<file path="src/hw/rtl/bitmap_font_text_blitter_defines.svh">
// Assertion macros shared by the blitter RTL.
// Each macro samples on the rising edge of clk and is disabled while rst_n is low.
`ifndef BITMAP_FONT_TEXT_BLITTER_DEFINES_SVH
`define BITMAP_FONT_TEXT_BLITTER_DEFINES_SVH

// The consequent must hold in the same cycle as the antecedent.
`define BFTB_ASSERT_IMPL(name, ante, cons) \
  name: assert property (@(posedge clk) disable iff (!rst_n) (ante) |-> (cons)) \
    else $error("bftb: same-cycle check failed");

// The consequent must hold in the cycle after the antecedent.
`define BFTB_ASSERT_NEXT(name, ante, cons) \
  name: assert property (@(posedge clk) disable iff (!rst_n) (ante) |=> (cons)) \
    else $error("bftb: next-cycle check failed");

`endif

</file>
<file path="src/hw/rtl/bftb_pkg.sv">
`default_nettype none

package bftb_pkg;

  // Screen and font limits.
  localparam int SCREEN_WIDTH     = 240;
  localparam int SCREEN_HEIGHT    = 240;
  localparam int MAX_GLYPH_WIDTH  = 32;
  localparam int MAX_GLYPH_HEIGHT = 48;
  localparam int GLYPH_COUNT      = 95;

  // The bitmap store is a power of two deep, so address wrap is a plain overflow.
  localparam int BM_AW        = 13;
  localparam int BITMAP_BYTES = 2 ** BM_AW;
  localparam int BANKS        = 4;
  localparam int BANK_AW      = BM_AW - 2;
  localparam int BANK_DEPTH   = BITMAP_BYTES / BANKS;

  // Drawn columns and rows per glyph.
  localparam int SPAN_W  = 32;
  localparam int COL_CAP = (MAX_GLYPH_WIDTH < SPAN_W) ? MAX_GLYPH_WIDTH : SPAN_W;
  localparam int ROW_CAP = (MAX_GLYPH_HEIGHT < 48) ? MAX_GLYPH_HEIGHT : 48;

  // Character codes.
  localparam logic [7:0] FIRST_CODE   = 8'h20;
  localparam logic [7:0] LAST_CODE    = 8'h7E;
  localparam logic [7:0] NEWLINE_CODE = 8'h0A;

  // Configuration registers and their reset values.
  localparam logic       CFG_IDX_LINE_SPACING = 1'b0;
  localparam logic       CFG_IDX_MISSING_ADV  = 1'b1;
  localparam logic [7:0] LINE_SPACING_RST     = 8'd38;
  localparam logic [7:0] MISSING_ADV_RST      = 8'd6;

  typedef enum logic [1:0] {
    FUNC_LOAD_METRICS = 2'd0,
    FUNC_LOAD_BITMAP  = 2'd1,
    FUNC_START        = 2'd2,
    FUNC_CHAR         = 2'd3
  } func_t;

  typedef enum logic [1:0] {
    ST_IDLE,
    ST_FETCH,
    ST_DRAW
  } state_t;

  // One glyph table entry.
  typedef struct packed {
    logic [5:0]  width;
    logic [5:0]  height;
    logic [12:0] offset;
  } glyph_t;

  // Controller to datapath.
  typedef struct packed {
    logic accept;
    logic latch;
    logic draw;
    logic finish;
  } dp_cmd_t;

  // Datapath to controller.
  typedef struct packed {
    logic is_draw;
    logic draw_done;
    logic pend_valid;
  } dp_sts_t;

endpackage

`default_nettype wire

</file>
<file path="src/hw/rtl/bftb_ctrl.sv">
`default_nettype none

module bftb_ctrl import bftb_pkg::*; (
  input  wire logic    clk,
  input  wire logic    rst_n,
  input  wire logic    in_valid,
  output logic         in_ready,
  input  wire dp_sts_t sts,
  output dp_cmd_t      cmd
);

  state_t state_r, state_nxt;

  // State register.
  always_ff @(posedge clk) begin
    if (!rst_n) begin
      state_r <= ST_IDLE;
    end else begin
      state_r <= state_nxt;
    end
  end

  // Next state and commands.
  always_comb begin
    state_nxt  = state_r;
    in_ready   = 1'b0;
    cmd        = '0;
    case (state_r)
      ST_IDLE: begin
        in_ready   = 1'b1;
        cmd.accept = in_valid;
        if (in_valid && sts.is_draw) begin
          state_nxt = ST_FETCH;
        end
      end
      ST_FETCH: begin
        cmd.latch = 1'b1;
        state_nxt = ST_DRAW;
      end
      ST_DRAW: begin
        cmd.draw = 1'b1;
        if (sts.draw_done) begin
          cmd.finish = 1'b1;
          state_nxt  = ST_IDLE;
        end
      end
      default: begin
        state_nxt = ST_IDLE;
      end
    endcase
  end

endmodule

`default_nettype wire

</file>
<file path="config.mk">
export PLATFORM = sky130hd
export DESIGN_NAME = bftb_ctrl
export DESIGN_NICKNAME = d
export VERILOG_FILES = /design/src/hw/rtl/bitmap_font_text_blitter_defines.svh /design/src/hw/rtl/bftb_pkg.sv /design/src/hw/rtl/bftb_ctrl.sv
export SDC_FILE = /design/constraint.sdc
export NUM_CORES = 1
export LEC_CHECK = 0
export BUFFER_PORTS_ARGS = -buffer_cell sky130_fd_sc_hd__clkbuf_2
export CAP_MARGIN = 10
export CORE_AREA = 2 2 39 41
export CTS_BUF_LIST = sky130_fd_sc_hd__clkbuf_4
export CTS_CLUSTER_SIZE = 28
export DETAILED_ROUTE_END_ITERATION = 8
export DIE_AREA = 0 0 41 43
export MAX_ROUTING_LAYER = met4
export PLACE_DENSITY_LB_ADDON = 0.2
export SLEW_MARGIN = 0
export SYNTH_ARGS = -nofsm -noshare
export SYNTH_HDL_FRONTEND = slang
export SYNTH_SLANG_ARGS = --single-unit
export TNS_END_PERCENT = 30
</file>
<file path="constraint.sdc">
create_clock -name clk -period 2.2 [get_ports clk]
set_input_delay 0 -clock clk [delete_from_list [all_inputs] [get_ports clk]]
set_output_delay 0 -clock clk [all_outputs]
set_load 0.1 [all_outputs]
</file>
==> results.json, run 1 <==
{
  "r2r_start": "state_r[0]",
  "cts_tree": "yes",
  "skew_ps": 6.40,
  "yosysSeqAreaShare_pct": 33.7,
  "diodes": 0,
  "regArea_um2": 40.0,
  "cts.sinks": 2,
  "period_needed_ps": 1410,
  "nets": 32,
  "hold_violations": 0,
  "power_switching_share_pct": 36.4,
  "grt_max_degree": 6,
  "synth_area_um2": 119,
  "slew_viol_final": 0,
  "first_pass_iters": 3,
  "p_sw_w": 0.0000633,
  "num-fill-cells": 157,
  "largest_register_ffs": 2,
  "power.internal_w": 0.000110,
  "synth.area.top_cells": "dfxtp_1 34%, nor2b_4 23%, nor3b_2 11%",
  "critPathLaunchType": "register",
  "yosys-top-cells-count": "2 x dfxtp_1, 2 x nor2b_4",
  "netlist_instances": 11,
  "fin_crit_sh_pct": 64.3,
  "htreeDepth": 1,
  "multi_input_area_um2": 71.3,
  "grt_use_total_pct": 5.23,
  "hp-class": "in2reg",
  "synthArstFlopShare_pct": 0,
  "seq_power_share_pct": 23.4,
  "fin_ws_ps": 785,
  "synth_top_cell_area_share_pct": 33.7,
  "die-area_um2": 1760,
  "dpl_worst_slack_ps": 1020,
  "row_count": 14,
  "numPortBuffers": 9,
  "path_clk_slew_ps": 30,
  "ios": 11,
  "drcViolationCount": 0,
  "setup_violations": 0,
  "synth.net_count": 17,
  "via_count": 127,
  "startpoint": "state_r[1]",
  "start_util_pct": 8.59,
  "vias_per_cell": 3.18,
  "cp_max_fo": 5,
  "cts_resized": 0,
  "grt_first_pass_wirelength_um": 503,
  "dieHeight_um": 43,
  "crit_chain": "nor2b_4, and2_1, clkbuf_2",
  "worst-path-buf-inv": 1,
  "ir_worst_vdd_v": 0.000351,
  "cts_buffers": 3,
  "met1_usage_pct": 4.78,
  "grt_pass1_vias": 138,
  "synth_cell_types": 9,
  "cp_top_family": "buffers and inverters",
  "relSlewSlack_pct": 64.1,
  "p_per_area_nw_per_um2": 793,
  "synth_edf_count": 0,
  "synth_ff_type": "dfxtp_1",
  "synth_top_cell_by_area": "dfxtp_1",
  "critPathArrivalTime_ps": 1410,
  "clock_latency_ps": 230,
  "slowest_stage": "clkbuf_2",
  "wirelength_um": 303,
  "final.setup.tns_ps": 0,
  "fmax_ghz": 0.707,
  "grt_use_met2_pct": 5.63,
  "core_um2": 1380,
  "avgSynthCellArea_um2": 10.8,
  "required_ps": 2200,
  "regMostFlops": "state_r",
  "ys_warn_count": 0,
  "wl_per_cell_um": 7.58,
  "cts_setup_buffers": 0,
  "cellLeakagePower_nw": 0.105,
  "slowest_delay_ps": 450,
  "yosys_register_bits": 2,
  "antenna_found_initial": 0,
  "die_w_um": 41,
  "reg_top3": "state_r x2",
  "area_growth_pct": 84.2,
  "ant_nets": 0,
  "p_clk_share_pct": 47.0,
  "p_comb_share_pct": 29.5,
  "holdCritStartpoint": "sts[1]",
  "gp_congestion": 0.549,
  "drive_gt1_share_pct": 62.5,
  "cts_root_buf": "clkbuf_4",
  "rsz0062_at_grt": "false",
  "status": "completed",
  "path_class": "reg2out",
  "final_util_pct": 15.8,
  "drtIter0Drc": 6,
  "max-clock-path-buffers": 2,
  "critPathCaptureType": "output port",
  "overflow": 0,
  "worst_slew_pin_slew_ps": 540,
  "grt_use_met3_pct": 6.28,
  "cap_violations": 0,
  "grt-busiest-layer": "met3"
}
## worst reg2reg max path: cells and delay by family, from the launching register on
kind / cells / cell delay (ps)
AND/OR/NAND/NOR: 2 / 410
flip-flops: 1 / 360
## cells by family (layout without fill, tap and decap cells)
kind of cell	Yosys count	after routing	share of synthesized area [%]
flops	2	2	33.7
compound gates	1	1	6.32
buf+inv	1	14	6.32
simple gates	7	7	53.7
## area by class of cell
type,instances,area share [%]
Multi-Input combinational cell,8,32.6
Clock buffer,3,10.3
Sequential cell,2,18.3
Timing Repair Buffer,11,29.7
Tap cell,16,9.14
## routing by layer
metal | up-vias | wire (µm)
li1 | 65 | -
met3 | 0 | 68
met2 | 12 | 86
met5 | - | 0
met4 | 0 | 0
met1 | 50 | 148
## layout by cell type, fill, tap and decap left out
| cell type | count |
|---|---|
| and2_1 | 1 |
| and3_1 | 1 |
| clkbuf_2 | 9 |
| clkbuf_4 | 3 |
| dfxtp_1 | 2 |
| dlygate4sd3_1 | 2 |
| nor2_1 | 1 |
| nor2b_4 | 2 |
| nor3b_1 | 1 |
| nor3b_2 | 1 |
| o21a_1 | 1 |
## power groups by stage
stage | clock, W | combinational, W | sequential (W)
3_5_place_dp | 0 | 0.0000489 | 0.0000411
5_1_grt | 0.0000926 | 0.0000534 | 0.0000410
3_3_place_gp | 0 | 0.0000485 | 0.0000410
6_report | 0.0000817 | 0.0000513 | 0.0000407
2_1_floorplan | 0 | 0.0000414 | 0.0000408
4_1_cts | 0.0000877 | 0.0000517 | 0.0000407
## through the flow
step | cell area, µm² | std cells | hold WS [ps] | total power (W)
5_1_grt | 219 | 40 | 104 | 0.000187
6_report | 219 | 40 | 103 | 0.000174
2_1_floorplan | 119 | 11 | 118 | 0.0000822
3_5_place_dp | 176 | 35 | 226 | 0.0000900
3_3_place_gp | 176 | 35 | 224 | 0.0000895
4_1_cts | 219 | 40 | 93.9 | 0.000180
## worst paths after layout
path                            depth (start not counted)         end  slack [ps]
worst min-delay path                                    3  state_r[1]         100
worst max register to register                          2  state_r[0]        1370
worst min register to register                          2  state_r[1]         640
worst max-delay path                                    3      cmd[0]         790
## what timing repair did
item | 4_1_cts | 5_1_grt
setup endpoints to repair | 0 | 0
endpoints found under the hold margin | 2 | 0
hold buffers | 2 | 0
No activity file was read; power rests on OpenSTA's default activity.
==> run 2: changes to the inputs <==
ABC_AREA = 1   (was unset)
clock period = 1.2 ns   (was 2.2 ns; I/O delays follow)
==> results.json, run 2 <==
{
  "status": "completed",
  "yosys-top-cells-count": "6 x inv_1, 2 x dfxtp_1, 2 x nand2_1, 2 x nor2_2",
  "die-area_um2": 1760,
  "die_w_um": 41,
  "avgSynthCellArea_um2": 6.60,
  "dieHeight_um": 43,
  "yosys_register_bits": 2,
  "row_count": 14,
  "critPathLaunchType": "register",
  "ir_worst_vdd_v": 0.000431,
  "synth_fa_ha_area_share_pct": 0,
  "crit_top_cell": "inv_1",
  "cellLeakagePower_nw": 0.142,
  "overflow": 0,
  "hp-class": "in2reg",
  "cts_resized": 0,
  "hold_violations": 0,
  "synth_top_family_by_area": "simple AND/OR/NAND/NOR gates",
  "muxShareOfSynthArea_pct": 0,
  "synth_compound_area_share_pct": 7.37,
  "drcViolationCount": 0,
  "first_pass_iters": 2,
  "final_util_pct": 23.1,
  "relSlewSlack_pct": 88.8,
  "nets": 39,
  "regArea_um2": 42.5,
  "slowest_stage": "dfxtp_2",
  "worst-path-buf-inv": 3,
  "ios": 11,
  "cts_buffers": 3,
  "crit_chain": "inv_1, nand2_1, inv_1, buf_12",
  "synth_top_cell_area_share_pct": 33.7,
  "setup_violations": 0,
  "cts_root_buf": "clkbuf_4",
  "synthSimpleGateAreaFrac_pct": 33.7,
  "diodes": 0,
  "synth-xor-area-share_pct": 0,
  "synth.area.top_cells": "dfxtp_1 34%, inv_1 19%, nor2_2 11%",
  "max-clock-path-buffers": 2,
  "synth_ff_type": "dfxtp_1",
  "vias_per_cell": 3.21,
  "dpl_worst_slack_ps": 337,
  "slowest_delay_ps": 330,
  "cts_tree": "yes",
  "yosysMostFrequentCell": "inv_1",
  "worst_slew_pin_slew_ps": 168,
  "start_util_pct": 8.59,
  "grt_pass1_vias": 171,
  "ys_warn_count": 0,
  "fmax_ghz": 0.919,
  "yosysSeqAreaShare_pct": 33.7,
  "grt_max_degree": 6,
  "numPortBuffers": 9,
  "dp_hpwl_um": 259,
  "htreeDepth": 1,
  "wirelength_um": 323,
  "fin_crit_sh_pct": 90.6,
  "num-fill-cells": 150,
  "drive_gt1_share_pct": 67.7,
  "netlist_instances": 18,
  "slew_viol_final": 0,
  "rsz0062_at_grt": "false",
  "synth_top_cell_by_area": "dfxtp_1",
  "drtIter0Drc": 2,
  "grt_first_pass_wirelength_um": 662,
  "largest_register_ffs": 2,
  "final_cell_mix": "5 x inv_1, 5 x buf_12, 4 x clkbuf_2, 3 x clkbuf_4",
  "p_per_area_nw_per_um2": 1130,
  "cp_top_family": "buffers and inverters",
  "synthArstFlopShare_pct": 0,
  "finalHoldWorstSlack_ps": 21.3,
  "period_needed_ps": 1090,
  "cap_violations": 0,
  "critPathArrivalTime_ps": 1090,
  "cts.sinks": 2,
  "core_um2": 1380,
  "regMostFlops": "state_r",
  "reg_top3": "state_r x2",
  "grt_use_total_pct": 6.58,
  "required_ps": 1200,
  "path_clk_slew_ps": 30,
  "synth_edf_count": 0,
  "synth.net_count": 24,
  "area_growth_pct": 168,
  "final.setup.tns_ps": 0,
  "multi_input_area_um2": 67.6,
  "via_count": 151,
  "fin_ws_ps": 112,
  "synth_area_um2": 119,
  "cp_max_fo": 3,
  "clock_latency_ps": 230,
  "finalPower_w": 0.000360,
  "wl_per_cell_um": 6.87,
  "skew_ps": 3.60,
  "antenna_found_initial": 0,
  "ant_nets": 0,
  "gp_congestion": 0.618,
  "synth_cell_types": 10,
  "path_class": "reg2out",
  "critPathCaptureType": "output port"
}
## run 2: worst min-delay path, cell delays in order
cell and delay [ps]:
clkbuf_2 90, nand2_2 90, nor2_2 40
## run 2: through the flow
step / std cells / area (µm²)
2_1_floorplan: 18 / 144
3_3_place_gp: 42 / 277
3_5_place_dp: 42 / 277
4_1_cts: 48 / 329
5_1_grt: 47 / 319
6_report: 47 / 319
## run 2: where the power goes
group	internal, W	switching, W	total [W]	leakage (nW)
clock network	0.000111	0.0000404	0.000151	0.0138
logic	0.0000482	0.0000857	0.000134	0.111
registers	0.0000703	0.00000476	0.0000751	0.0172
## run 2: kinds of logic after synthesis
group           Yosys count
compound gates            1
buf+inv                   7
flops                     2
simple gates              8
## run 2: worst paths after layout
check / end / startpoint / cells past startpoint / slack (ps)
worst min-delay path: state_r[0] / in_valid / 3 / 20
worst min register to register: state_r[1] / state_r[1] / 2 / 520
worst max-delay path: cmd[2] / state_r[1] / 4 / 110
worst max register to register: state_r[1] / state_r[1] / 3 / 420
## run 2: per-layer routing
metal  global-route usage, %  part of all wire, %  vias to the layer above
li1                        -                    -                       77
met1                    6.09                   44                       58
met2                    7.50                   36                       12
met3                    3.14                   12                        4
met4                    10.0                  7.7                        0
met5                       -                    0                        -
## run 2: final cells by class
class                   instances  area share, %
repair buffers                 11           43.9
multi-input cells               9           21.2
flip-flops and latches          2           13.3
inverters                       6           8.24
clock buffers                   3           7.06
well taps                      16           6.27
## run 2: repair_timing
| item | in CTS | in global routing |
|---|---|---|
| hold buffers | 3 | 0 |
| buffers inserted | 0 | 0 |
| endpoints found under the hold margin | 2 | 0 |
| endpoints found under the setup margin | 0 | 1 |
==> run 3: changes to the inputs <==
ABC_CLOCK_PERIOD_IN_PS = 1200   (was unset)
CTS_CLUSTER_DIAMETER = 60   (was unset)
REMOVE_ABC_BUFFERS = 1   (was unset)
==> results.json, run 3 (synthesis gave the netlist of run 2 again) <==
{
  "critPathCaptureType": "output port",
  "slowest_delay_ps": 380,
  "diodes": 0,
  "grt_pass1_vias": 110,
  "clock_latency_ps": 220,
  "final_cell_mix": "6 x inv_1, 5 x buf_12, 4 x clkbuf_2, 3 x clkbuf_4",
  "status": "completed",
  "wirelength_um": 303,
  "startpoint": "state_r[1]",
  "cap_violations": 0,
  "critPathLaunchType": "register",
  "overflow": 0,
  "fin_crit_sh_pct": 94.8,
  "gp_congestion": 0.531,
  "r2r-end": "state_r[1]",
  "max-clock-path-buffers": 2,
  "die-area_um2": 1760,
  "ant_nets": 0,
  "num-fill-cells": 153,
  "antenna_found_initial": 0,
  "core_um2": 1380,
  "grt_use_met3_pct": 5.76,
  "critPathArrivalTime_ps": 1140,
  "wl_per_cell_um": 6.59,
  "nets": 38,
  "required_ps": 1200,
  "grt-busiest-layer": "met3",
  "drive_gt1_share_pct": 56.7,
  "grt_use_total_pct": 4.00,
  "crit_chain": "inv_1, nor3_2, buf_12",
  "htreeDepth": 1,
  "via_count": 143,
  "cts_tree": "yes",
  "r2r_start": "state_r[0]",
  "start_util_pct": 8.59,
  "first_pass_iters": 1,
  "fin_area_um2": 294,
  "hold_path_depth": 3,
  "slowest_stage": "dfxtp_1",
  "grt_use_met2_pct": 3.13,
  "placed_cell_area_um2": 251,
  "area_growth_pct": 147,
  "final.setup.tns_ps": 0,
  "cp_max_fo": 3,
  "worst_slew_pin_slew_ps": 224,
  "cts_buffers": 3,
  "cellLeakagePower_nw": 0.142,
  "hold_violations": 0,
  "crit_path_end": "cmd[0]",
  "ir_worst_vdd_v": 0.000446,
  "largest_register_ffs": 2,
  "final_util_pct": 21.2,
  "p_per_area_nw_per_um2": 1190,
  "rr_worst_depth": 2,
  "vias_per_cell": 3.11,
  "dieHeight_um": 43,
  "drtIter0Drc": 0,
  "path_class": "reg2out",
  "regMostFlops": "state_r",
  "reg_top3": "state_r x2",
  "final_common_cell": "inv_1",
  "numPortBuffers": 9,
  "fin_ws_ps": 62.5,
  "path_clk_slew_ps": 30,
  "cts.sinks": 2,
  "skew_ps": 0.930,
  "period_needed_ps": 1140,
  "hp-class": "in2reg",
  "slew_viol_final": 0,
  "dpl_worst_slack_ps": 234,
  "fmax_ghz": 0.879,
  "rrSetupSlack_ps": 440,
  "drcViolationCount": 0,
  "cts_root_buf": "clkbuf_4",
  "ios": 11,
  "relSlewSlack_pct": 85.0,
  "grt_first_pass_wirelength_um": 420,
  "die_w_um": 41,
  "grt_max_degree": 6,
  "met1_usage_pct": 4.78,
  "row_count": 14,
  "setup_violations": 0
}
-- run 3: report_power, final --
group | switching [W] | leakage (nW) | internal (W)
registers | 0.00000402 | 0.0163 | 0.0000697
logic | 0.0000829 | 0.112 | 0.0000450
clock network | 0.0000385 | 0.0138 | 0.000110
-- run 3: through the flow --
stage	total power, W	cells	hold WS [ps]
final	0.000351	46	8.97
after global routing	0.000374	46	16.0
after CTS	0.000360	46	0.500
after detailed placement	0.000198	42	224
after global placement	0.000198	42	226
after floorplan	0.000150	17	122
-- run 3: worst min path at each step --
stage	end	slack, ps	startpoint
finish	state_r[0]	9	in_valid
global placement	state_r[0]	230	sts[2]
detailed placement	state_r[0]	220	sts[2]
floorplan	state_r[1]	120	rst_n
global route	state_r[0]	20	in_valid
CTS	state_r[0]	0.5	in_valid
-- run 3: routing by layer --
layer  vias to the layer above  wire length [µm]
li1                         77                 -
met1                        54               131
met2                        12                98
met3                         0                73
met4                         0                 0
met5                         -                 0
-- run 3: timing repair --
item / 4_1_cts / 5_1_grt
resized for setup: 1 / 1
hold endpoints to repair: 1 / 0
setup endpoints to repair: 1 / 1
setup buffers: 0 / 0
hold buffers: 1 / 0
-- run 3: area by class of cell --
cell class                      instances  area (µm²)  area share [%]
Tap cell                               16        20.0            6.81
Sequential cell                         2        40.0            13.6
Clock buffer                            3        22.5            7.66
Multi-Input combinational cell          9        58.8            20.0
Timing Repair Buffer                   10         130            44.3
Inverter                                6        22.5            7.66
-- run 3: worst max-delay path, delay by kind of cell, from the launching register on --
kind	cells	cell delay (ps)
buffers and inverters	2	310
flip-flops	1	380
AND/OR/NAND/NOR	1	230
